$ cat config.mk
export PLATFORM = sky130hd
export DESIGN_NAME = netstring_frame_encoder_unit
export DESIGN_NICKNAME = d
export VERILOG_FILES = /design/src/sv/nfe_pkg.sv /design/src/sv/nfe_bcd_conv.sv /design/src/sv/netstring_frame_encoder_unit.sv
export VERILOG_INCLUDE_DIRS = /design/src /design/src/sv
export SDC_FILE = /design/constraint.sdc
export NUM_CORES = 1
export LEC_CHECK = 0
export ABC_AREA = 1
export BUFFER_PORTS_ARGS = -buffer_cell sky130_fd_sc_hd__buf_2
export CORE_ASPECT_RATIO = 1.25
export CORE_UTILIZATION = 35
export CTS_CLUSTER_DIAMETER = 200
export DETAILED_ROUTE_END_ITERATION = 10
export HOLD_SLACK_MARGIN = 0.02
export PLACE_DENSITY = 0.61
export SYNTH_ARGS = -nofsm -noshare
export SYNTH_HDL_FRONTEND = slang
export SYNTH_SLANG_ARGS = --single-unit
$ cat constraint.sdc
create_clock -name i_clk -period 6.3 [get_ports i_clk]
set_input_delay 0.63 -clock i_clk [delete_from_list [all_inputs] [get_ports i_clk]]
set_output_delay 0.63 -clock i_clk [all_outputs]
set_load 0.05 [all_outputs]
$ cat src/sv/netstring_frame_encoder_unit_macros.svh
// Assertion macros shared by the framing encoder.
`ifndef NETSTRING_FRAME_ENCODER_UNIT_MACROS_SVH
`define NETSTRING_FRAME_ENCODER_UNIT_MACROS_SVH

// Same-cycle implication, disabled while reset is asserted.
`define NFE_ASSERT_NOW(label, clk, rst_n, ante, cons) \
    label: assert property (@(posedge clk) disable iff (!rst_n) (ante) |-> (cons)) \
        else $error("nfe assertion failed");

// Next-cycle implication, disabled while reset is asserted.
`define NFE_ASSERT_NEXT(label, clk, rst_n, ante, cons) \
    label: assert property (@(posedge clk) disable iff (!rst_n) (ante) |=> (cons)) \
        else $error("nfe assertion failed");

`endif

$ cat src/sv/nfe_pkg.sv
`timescale 1ns / 1ps
`default_nettype none
package nfe_pkg;

    localparam int CODE_W     = 32;
    localparam int BCD_DIGITS = 10;
    localparam int BCD_BITS   = BCD_DIGITS * 4;

    localparam logic       OP_START = 1'b0;
    localparam logic       OP_DATA  = 1'b1;

    localparam logic [7:0] CH_COLON = 8'h3A;
    localparam logic [7:0] CH_SPACE = 8'h20;
    localparam logic [7:0] CH_COMMA = 8'h2C;
    localparam logic [7:0] CH_ZERO  = 8'h30;

    typedef logic [BCD_DIGITS-1:0][3:0] t_bcd;

    typedef struct packed {
        logic busy;
        logic done;
    } t_conv_stat;

    // Number of significant decimal digits, at least one.
    function automatic logic [3:0] f_digit_count(input t_bcd d);
        logic [3:0] n;
        n = 4'd1;
        for (int i = 1; i < BCD_DIGITS; i++) begin
            if (d[i] != 4'd0) begin
                n = 4'(i + 1);
            end
        end
        return n;
    endfunction

endpackage
`default_nettype wire

$ cat src/sv/nfe_bcd_conv.sv
`timescale 1ns / 1ps
`default_nettype none
module nfe_bcd_conv (
    input  wire logic                       i_clk,
    input  wire logic                       i_rst_n,
    input  wire logic                       i_start,
    input  wire logic [nfe_pkg::CODE_W-1:0] i_value,
    output nfe_pkg::t_conv_stat             o_stat,
    output nfe_pkg::t_bcd                   o_bcd
);
    import nfe_pkg::*;

    logic [CODE_W-1:0]   r_shift;
    t_bcd                r_bcd;
    logic [4:0]          r_cnt;
    logic                r_busy;
    logic                r_done;
    t_bcd                s_adj;
    logic [BCD_BITS-1:0] s_adj_flat;
    t_bcd                n_bcd;

    always_comb begin
        for (int i = 0; i < BCD_DIGITS; i++) begin
            s_adj[i] = (r_bcd[i] >= 4'd5) ? r_bcd[i] + 4'd3 : r_bcd[i];
        end
    end

    assign s_adj_flat = s_adj;
    assign n_bcd      = t_bcd'({s_adj_flat[BCD_BITS-2:0], r_shift[CODE_W-1]});

    always_ff @(posedge i_clk) begin
        if (!i_rst_n) begin
            r_busy <= 1'b0;
            r_done <= 1'b0;
            r_cnt  <= '0;
        end else begin
            r_done <= 1'b0;
            if (i_start) begin
                r_busy <= 1'b1;
                r_cnt  <= 5'(CODE_W - 1);
            end else if (r_busy) begin
                r_cnt <= r_cnt - 5'd1;
                if (r_cnt == 5'd0) begin
                    r_busy <= 1'b0;
                    r_done <= 1'b1;
                end
            end
        end
    end

    always_ff @(posedge i_clk) begin
        if (i_start) begin
            r_shift <= i_value;
            r_bcd   <= '0;
        end else if (r_busy) begin
            r_shift <= {r_shift[CODE_W-2:0], 1'b0};
            r_bcd   <= n_bcd;
        end
    end

    assign o_stat = {r_busy, r_done};
    assign o_bcd  = r_bcd;

endmodule
`default_nettype wire

$ cat src/sv/netstring_frame_encoder_unit.sv
`timescale 1ns / 1ps
`default_nettype none
// Netstring framing encoder: a start transfer (op 0) emits the header "len:code " (or
// "len:code," for an empty payload), and each payload transfer (op 1) passes its byte
// through, followed by a closing comma after the last one; a payload transfer with no
// frame open yields one error byte. Before the first header byte of a start transfer,
// the code and then the total length are each converted to decimal by one shared
// shift-and-add-3 unit that handles one bit per cycle; the header bytes then follow one
// per cycle while i_out_ready allows. The input is not ready while a header or a closing
// comma is being produced or the output register is held, and results leave through a
// single output register that stalls only on i_out_ready.
module netstring_frame_encoder_unit #(
    parameter int LEN_WIDTH = 16
) (
    input  wire logic        i_clk,
    input  wire logic        i_rst_n,
    input  wire logic        i_in_valid,
    output logic             o_in_ready,
    input  wire logic        i_op,
    input  wire logic [31:0] i_code,
    input  wire logic [15:0] i_payload_length,
    input  wire logic [7:0]  i_data_byte,
    output logic             o_out_valid,
    input  wire logic        i_out_ready,
    output logic [7:0]       o_out_byte,
    output logic             o_last,
    output logic             o_frame_end,
    output logic             o_error
);
    import nfe_pkg::*;

    `include "netstring_frame_encoder_unit_macros.svh"

    localparam int PW = (LEN_WIDTH < 16) ? LEN_WIDTH : 16;

    localparam logic [3:0] S_IDLE       = 4'd0;
    localparam logic [3:0] S_CONV_CODE  = 4'd1;
    localparam logic [3:0] S_LOAD_TOTAL = 4'd2;
    localparam logic [3:0] S_CONV_TOTAL = 4'd3;
    localparam logic [3:0] S_EM_TOTAL   = 4'd4;
    localparam logic [3:0] S_EM_COLON   = 4'd5;
    localparam logic [3:0] S_EM_CODE    = 4'd6;
    localparam logic [3:0] S_EM_TERM    = 4'd7;
    localparam logic [3:0] S_COMMA      = 4'd8;

    logic [3:0]           r_state;
    logic [3:0]           n_state;
    logic [LEN_WIDTH-1:0] r_remain;
    logic [LEN_WIDTH-1:0] n_remain;
    logic [LEN_WIDTH-1:0] r_plen;
    logic [LEN_WIDTH-1:0] s_plen;
    t_bcd                 r_code_bcd;
    logic [3:0]           r_code_n;
    logic [3:0]           r_idx;
    logic [3:0]           n_idx;
    logic                 r_out_valid;
    logic [7:0]           r_out_byte;
    logic                 r_last;
    logic                 r_frame_end;
    logic                 r_error;

    logic                 s_free;
    logic                 s_accept;
    logic                 s_start;
    logic [CODE_W-1:0]    s_value;
    logic [CODE_W-1:0]    s_total;
    t_conv_stat           s_stat;
    t_bcd                 s_bcd;
    logic                 s_emit;
    logic [7:0]           s_byte;
    logic                 s_last;
    logic                 s_fend;
    logic                 s_err;

    nfe_bcd_conv u_conv (
        .i_clk   (i_clk),
        .i_rst_n (i_rst_n),
        .i_start (s_start),
        .i_value (s_value),
        .o_stat  (s_stat),
        .o_bcd   (s_bcd)
    );

    assign s_free     = !r_out_valid || i_out_ready;
    assign o_in_ready = (r_state == S_IDLE) && s_free;
    assign s_accept   = i_in_valid && o_in_ready;
    assign s_plen     = LEN_WIDTH'(i_payload_length[PW-1:0]);
    assign s_total    = CODE_W'(r_plen) + CODE_W'(r_plen != '0) + CODE_W'(r_code_n);
    assign s_start    = (s_accept && (i_op == OP_START)) || (r_state == S_LOAD_TOTAL);
    assign s_value    = (r_state == S_IDLE) ? i_code : s_total;

    always_comb begin
        n_state  = r_state;
        n_remain = r_remain;
        n_idx    = r_idx;
        s_emit   = 1'b0;
        s_byte   = '0;
        s_last   = 1'b0;
        s_fend   = 1'b0;
        s_err    = 1'b0;
        unique case (r_state)
            S_IDLE: begin
                if (s_accept) begin
                    if (i_op == OP_START) begin
                        n_remain = s_plen;
                        n_state  = S_CONV_CODE;
                    end else if (r_remain == '0) begin
                        s_emit = 1'b1;
                        s_last = 1'b1;
                        s_err  = 1'b1;
                    end else begin
                        s_emit   = 1'b1;
                        s_byte   = i_data_byte;
                        n_remain = r_remain - LEN_WIDTH'(1);
                        if (r_remain == LEN_WIDTH'(1)) begin
                            n_state = S_COMMA;
                        end else begin
                            s_last = 1'b1;
                        end
                    end
                end
            end
            S_CONV_CODE: begin
                if (s_stat.done) begin
                    n_state = S_LOAD_TOTAL;
                end
            end
            S_LOAD_TOTAL: begin
                n_state = S_CONV_TOTAL;
            end
            S_CONV_TOTAL: begin
                if (s_stat.done) begin
                    n_idx   = f_digit_count(s_bcd) - 4'd1;
                    n_state = S_EM_TOTAL;
                end
            end
            S_EM_TOTAL: begin
                if (s_free) begin
                    s_emit = 1'b1;
                    s_byte = CH_ZERO + {4'd0, s_bcd[r_idx]};
                    n_idx  = r_idx - 4'd1;
                    if (r_idx == 4'd0) begin
                        n_state = S_EM_COLON;
                    end
                end
            end
            S_EM_COLON: begin
                if (s_free) begin
                    s_emit  = 1'b1;
                    s_byte  = CH_COLON;
                    n_idx   = r_code_n - 4'd1;
                    n_state = S_EM_CODE;
                end
            end
            S_EM_CODE: begin
                if (s_free) begin
                    s_emit = 1'b1;
                    s_byte = CH_ZERO + {4'd0, r_code_bcd[r_idx]};
                    n_idx  = r_idx - 4'd1;
                    if (r_idx == 4'd0) begin
                        n_state = S_EM_TERM;
                    end
                end
            end
            S_EM_TERM: begin
                if (s_free) begin
                    s_emit  = 1'b1;
                    s_last  = 1'b1;
                    n_state = S_IDLE;
                    if (r_plen != '0) begin
                        s_byte = CH_SPACE;
                    end else begin
                        s_byte = CH_COMMA;
                        s_fend = 1'b1;
                    end
                end
            end
            S_COMMA: begin
                if (s_free) begin
                    s_emit  = 1'b1;
                    s_byte  = CH_COMMA;
                    s_last  = 1'b1;
                    s_fend  = 1'b1;
                    n_state = S_IDLE;
                end
            end
            default: begin
                n_state = S_IDLE;
            end
        endcase
    end

    always_ff @(posedge i_clk) begin
        if (!i_rst_n) begin
            r_state     <= S_IDLE;
            r_remain    <= '0;
            r_out_valid <= 1'b0;
        end else begin
            r_state  <= n_state;
            r_remain <= n_remain;
            if (s_emit) begin
                r_out_valid <= 1'b1;
            end else if (i_out_ready) begin
                r_out_valid <= 1'b0;
            end
        end
    end

    always_ff @(posedge i_clk) begin
        r_idx <= n_idx;
        if (s_accept && (i_op == OP_START)) begin
            r_plen <= s_plen;
        end
        if ((r_state == S_CONV_CODE) && s_stat.done) begin
            r_code_bcd <= s_bcd;
            r_code_n   <= f_digit_count(s_bcd);
        end
        if (s_emit) begin
            r_out_byte  <= s_byte;
            r_last      <= s_last;
            r_frame_end <= s_fend;
            r_error     <= s_err;
        end
    end

    assign o_out_valid = r_out_valid;
    assign o_out_byte  = r_out_byte;
    assign o_last      = r_last;
    assign o_frame_end = r_frame_end;
    assign o_error     = r_error;

    `NFE_ASSERT_NEXT(a_orphan_error, i_clk, i_rst_n,
        s_accept && (i_op == OP_DATA) && (r_remain == '0),
        o_out_valid && o_error && o_last && (r_remain == '0))
    `NFE_ASSERT_NOW(a_frame_end_comma, i_clk, i_rst_n,
        o_out_valid && o_frame_end,
        o_last && (o_out_byte == CH_COMMA) && !o_error)
    `NFE_ASSERT_NOW(a_conv_only_in_conv, i_clk, i_rst_n,
        s_stat.busy,
        (r_state == S_CONV_CODE) || (r_state == S_CONV_TOTAL))

endmodule
`default_nettype wire

==> results.toml, run 1 <==
[status]
status = "finished, final reports clean"

[floorplan]
io_pins = 74
die-area_um2 = 27500
start_util_pct = 35.9
dieHeight_um = 185
fp-row-count = 66
core_area_um2 = 26200
fp.dieW_um = 149

[final_layout]
nFillCells = 2597
drive_gt1_share_pct = 11.8
post-route-util_pct = 40.4
regArea_um2 = 4580
mostFrequentLayoutCells = "nand2_1 (211), o21ai_0 (126), inv_1 (110), edfxtp_1 (107), nor2_1 (103)"
final_common_cell = "nand2_1"
synthToLayoutAreaGrowth_pct = 12.5
layout.nets = 1271
antenna_cells = 0
multiInputGateArea_um2 = 4160

[clock_tree]
post_cts_buffers = 0
hold_buffers = 0
post_cts_resized = 0
clock_tree.buffer_depth = 2
clk_pin_slew_worst_paths_ps = 70
cts-htree-levels = 4
clock_latency_ps = 430
clock_sinks = 175
cts_root_buf = "clkbuf_16"
cts_tree = "yes"
cts_made_buffers = 17

[placed_design]
gp_congestion = 0.863
portBuffers = 73
hpwl_um = 17000
place_ws_ps = 2660

[drt]
first_pass_iters = 5
drc = 0
routed-wl-met3_um = 808
wl_met1_um = 10400
top_layer = "met4"
routed_wl_um = 24100
ant_nets = 0
via_per_inst = 5.12
num_vias = 7835
dr_wl_met2_um = 12400
wl_per_cell_um = 15.7
drt_iter0_drc = 662

[timing]
finalCritPeriodShare_pct = 55.1
finalWorstSetupSlack_ps = 2830
final_hold_viol_count = 0
rsz0062_at_grt = "no"
slew_viol_final = 0
fmax_mhz = 288
setup_viol_count_final = 0
finClkSkew_ps = 8.13
whs_ps = 389
worstMarginPinSlew_ps = 1060
tns_ps = 0
layout_min_cycle_time_ps = 3470
maxSlewHeadroom_pct = 28.9

[grt]
antenna_found_initial = 0
grt-ovfl-total = 0
grtUsageTotal_pct = 18.2
grt_pass1_vias = 7389
grt_pass1_wl_um = 38900
grt_max_degree = 60

[critical_path]
critPathMaxFanout = 57
reg2reg_slack_ps = 2830
r2r_start = "r_state[1]"
reg2reg_depth = 10
crit_required_ps = 6480
r2r-end = "u_conv.r_shift[13]"
cp.arrival_ps = 3650
worst_path_largest_cell_delay_ps = 720
startpoint_type = "register"
worstSetupEndpointType = "register"
cp_slowest_cell = "clkinv_2"
crit_type = "register to register"
cp_common_cell = "nor2_4"
crit_chain = "inv_2 -> nand3_2 -> nor2_4 -> nand2_4 -> nor2_8 -> nor2_4 -> buf_4 -> clkinv_2 -> o211ai_1 -> nand2_1"

[synth]
synth_area_um2 = 9400
syn_inst = 1123
synthesis.nets = 1218
synth_top_family_by_area = "simple AND/OR/NAND/NOR gates"
ys.warnings.count = 0
synth_top_area_share_pct = 34.2
muxShareOfSynthArea_pct = 0.426
synth_cell_types = 52
synthSimpleGateAreaFrac_pct = 19.8
ys_seq_elements = 175
synth_xor_area_share_pct = 2.42
avgSynthCellArea_um2 = 8.37
synth_seq_area_share_pct = 48.6
synth_fa_ha_area_share_pct = 4.68
synth_compound_area_share_pct = 16.8
yosys.area.top_type = "edfxtp_1"
synthTopCellsByArea = "edfxtp_1 (34%), dfxtp_1 (14%), nand2_1 (8.5%)"

[hold_path]
worstHoldStart = "i_payload_length[13]"
hold_class = "input port to register"
holdPathEnd = "r_plen[13]"
hold_path_depth = 1

[power_and_ir_drop]
fin_total_pwr_mw = 4.91
peakVddDrop_mv = 0.257
leakage_nw = 4.22
power.density_nw_per_um2 = 464

[job]
cap_violations = 0
==> worst max-delay path by stage <==
stage	depth (start not counted)	endpoint	start	slack, ps
after floorplan	3	r_code_bcd[0]	r_state[3]	1010
after global placement	10	u_conv.r_cnt[0]	i_out_ready	2740
after detailed placement	10	u_conv.r_shift[13]	i_out_ready	2660
after CTS	10	u_conv.r_shift[13]	r_state[1]	2780
after global routing	10	u_conv.r_shift[13]	r_state[1]	2450
final	10	u_conv.r_shift[13]	r_state[1]	2830
==> logic make-up after synthesis <==
group | after synthesis
multiplexers | 4
XOR/XNOR | 26
AND/OR/NAND/NOR | 427
buffers and inverters | 164
adder cells (fa/ha/maj) | 34
AO/OA/AOI/OAI | 293
flip-flops | 175
==> synth_stat cells (all sizes together) <==
library cell  count
clkbuf           20
nor3             10
nand2           217
a21oi            92
a21o              1
o211ai           15
and3              1
ha               32
buf              24
nand3            59
fa                2
clkinv            6
dfxtp            68
o21ai           155
o41ai             1
o22ai            13
nor2            114
a22oi             1
nor4              6
and2              1
a211oi            3
o31ai             2
a31oi             5
o221ai            1
nand4            14
xnor2             6
mux2i             4
nand3b            4
a21boi            1
o32ai             3
xor2             20
edfxtp          107
inv             114
or2               1
==> metal layers <==
metal	vias to the layer above	GRT usage (%)
li1	3942	-
met3	34	2.88
met4	0	5.73
met5	-	0
met2	157	32.8
met1	3702	21.9
==> critical path: cells and delay by family (launching register included) <==
kind / cells / cell delay, ps
flops: 1 / 420
buf+inv: 3 / 1330
simple gates: 6 / 1120
compound gates: 1 / 310
==> state kept, by name, indices dropped and copies added, names as in the netlist <==
register	flops
u_conv.r_shift	32
r_remain	16
u_conv.r_busy	1
r_state	4
o_error	1
r_plen	16
u_conv.r_cnt	5
o_last	1
o_out_byte	8
o_out_valid	1
r_idx	4
u_conv.r_done	1
u_conv.o_bcd	40
o_frame_end	1
r_code_bcd	40
r_code_n	4
==> where the power goes <==
part	internal [mW]	switching, mW	total [mW]
clock network	0.551	0.461	1.01
logic	0.615	1.42	2.04
registers	1.62	0.234	1.86
==> layout make-up <==
type | count | area share [%]
multi-input combinational | 784 | 39.3
clock buffer | 21 | 4.56
sequential | 175 | 43.3
inverter | 120 | 4.29
tap | 340 | 4.02
timing repair buffer | 78 | 3.81
clock inverter | 11 | 0.757
==> through the flow <==
step	cell area (um^2)	std cells
4_1_cts	10600	1529
3_3_place_gp	10000	1497
5_1_grt	10600	1529
3_5_place_dp	10000	1497
6_report	10600	1529
2_1_floorplan	9400	1123
(Power assumes the default switching activity.)
==> run 2, diff against run 1 <==
Settings changed: PLACE_DENSITY 0.61 to 0.63.
Clock period 6.3 ns to 3 ns, I/O delays scaled along.
==> run 2 against run 1 <==
Against the previous run: total power up 110%; non-clock buffer count up 21; register-to-register slack worse by 2600 ps; utilization up 0.87 points.
==> results.toml, run 2 (same netlist as run 1, synthesis figures left out) <==
[clock_tree]
cts-htree-levels = 4
cts_root_buf = "clkbuf_16"
clk_pin_slew_worst_paths_ps = 70
clock_tree.buffer_depth = 2
clock_sinks = 175
cts_made_buffers = 17
clock_latency_ps = 430
cts_tree = "yes"
hold_buffers = 0

[grt]
grtUsageTotal_pct = 17.6
antenna_found_initial = 0
grt-ovfl-total = 0
grt_pass1_vias = 7463
grt_max_degree = 60
grt_pass1_wl_um = 37900

[final_layout]
antenna_cells = 0
drive_gt1_share_pct = 13.6
nFillCells = 2586
stdcell_count = 1550
stdcell_area_um2 = 10800
layout.nets = 1292
post-route-util_pct = 41.3
final_common_cell = "nand2_1"
mostFrequentLayoutCells = "nand2_1 (211), o21ai_0 (126), inv_1 (110), edfxtp_1 (107), nor2_1 (101)"
synthToLayoutAreaGrowth_pct = 14.9

[floorplan]
start_util_pct = 35.9
io_pins = 74
fp.dieW_um = 149
core_area_um2 = 26200
fp-row-count = 66
dieHeight_um = 185
die-area_um2 = 27500

[timing]
fmax_mhz = 363
maxSlewHeadroom_pct = 43.8
slew_viol_final = 0
finClkSkew_ps = 11.3
layout_min_cycle_time_ps = 2760
whs_ps = 83.8
finalWorstSetupSlack_ps = 245
tns_ps = 0
setup_viol_count_final = 0
worstMarginPinSlew_ps = 836
rsz0062_at_grt = "no"
finalCritPeriodShare_pct = 91.8
final_hold_viol_count = 0

[critical_path]
worst_path_largest_cell_delay_ps = 400
worstSetupEndpointType = "register"
cp_common_cell = "nand2_1"
critPathMaxFanout = 4
startpoint_type = "register"
crit_chain = "inv_1 -> nand3_1 -> nor3_2 -> nand3_1 -> fa_2 -> inv_1 -> fa_1 -> nand3b_1 -> nand2_1 -> nand2_1 -> nor2_4 -> nand3_2 -> nor2_4 -> a21oi_1 -> o21ai_0 -> nand2_1"
crit_type = "register to register"
cp.arrival_ps = 2930
cp_slowest_cell = "edfxtp_1"
crit_required_ps = 3180

[drt]
ant_nets = 0
drc = 0
num_vias = 7820
wl_per_cell_um = 15.3
routed_wl_um = 23800
first_pass_iters = 5
via_per_inst = 5.05
drt_iter0_drc = 612

[power_and_ir_drop]
swShare_pct = 42.7
fin_total_pwr_mw = 10.5
combPwrFrac_pct = 43.1
power.density_nw_per_um2 = 969
pwr-share-clk_pct = 20.5
internal_power_mw = 6.00
peakVddDrop_mv = 0.490
leakage_nw = 4.33
p_sw_mw = 4.47
seqPwrFrac_pct = 36.4

[placed_design]
placed_cells = 1515
place_ws_ps = 137
portBuffers = 73
placed_cell_area_um2 = 10200
gp_congestion = 0.857
hpwl_um = 17200

[hold_path]
hold_class = "input port to register"

[job]
cap_violations = 0

[status]
status = "finished, final reports clean"
-- run 2: cell count changes in the layout (fill, tap and decap cells not counted), sizes merged --
cell,delta
bufinv,+1
clkbuf,-3
buf,+21
clkinv,-1
inv,+3
-- run 2: final timing paths --
kind,startpoint,endpoint,slack (ps),depth (start not counted)
min reg2reg,r_remain[10],r_remain[10],490,2
max,r_plen[8],u_conv.r_shift[14],240,16
min,i_payload_length[9],r_plen[9],80,1
max reg2reg,r_plen[8],u_conv.r_shift[14],240,16
-- run 2: final cells by class --
cell class	instances	area [um^2]	share of cell area (%)
sequential	175	4570	42.3
multi-input combinational	784	4190	38.8
timing repair buffer	99	598	5.54
inverter	120	454	4.20
clock buffer	18	429	3.97
tap	340	425	3.94
clock inverter	14	130	1.20
-- run 2: power by group through the flow --
stage	Sequential (mW)	Clock, mW	Combinational, mW
floorplan	3.90	0	3.22
global placement	3.84	0	4.45
detailed placement	3.85	0	4.51
CTS	3.81	2.19	4.53
global route	3.88	2.29	5.09
finish	3.81	2.15	4.51
-- run 2: timing repair --
item,CTS,global route
buffers inserted,0,3
resized for setup,0,7
endpoints found under the setup margin,0,3
-- run 2: critical path, delay by kind of cell, from the launching register on --
family,cells,cell delay (ps)
AO/OA/AOI/OAI,2,240
adder cells (fa/ha/maj),2,610
buffers and inverters,2,140
flip-flops,1,400
AND/OR/NAND/NOR,10,1090
-- run 2: metal layers --
layer | wire length [um] | part of all wire, % | global-route usage, % | vias to the layer above
met2 | 12300 | 52 | 31.3 | 133
met4 | 802 | 3.4 | 8.25 | 0
li1 | - | - | - | 3977
met3 | 692 | 2.9 | 2.54 | 40
met1 | 9990 | 42 | 20.7 | 3670
met5 | 0 | 0 | 0 | -
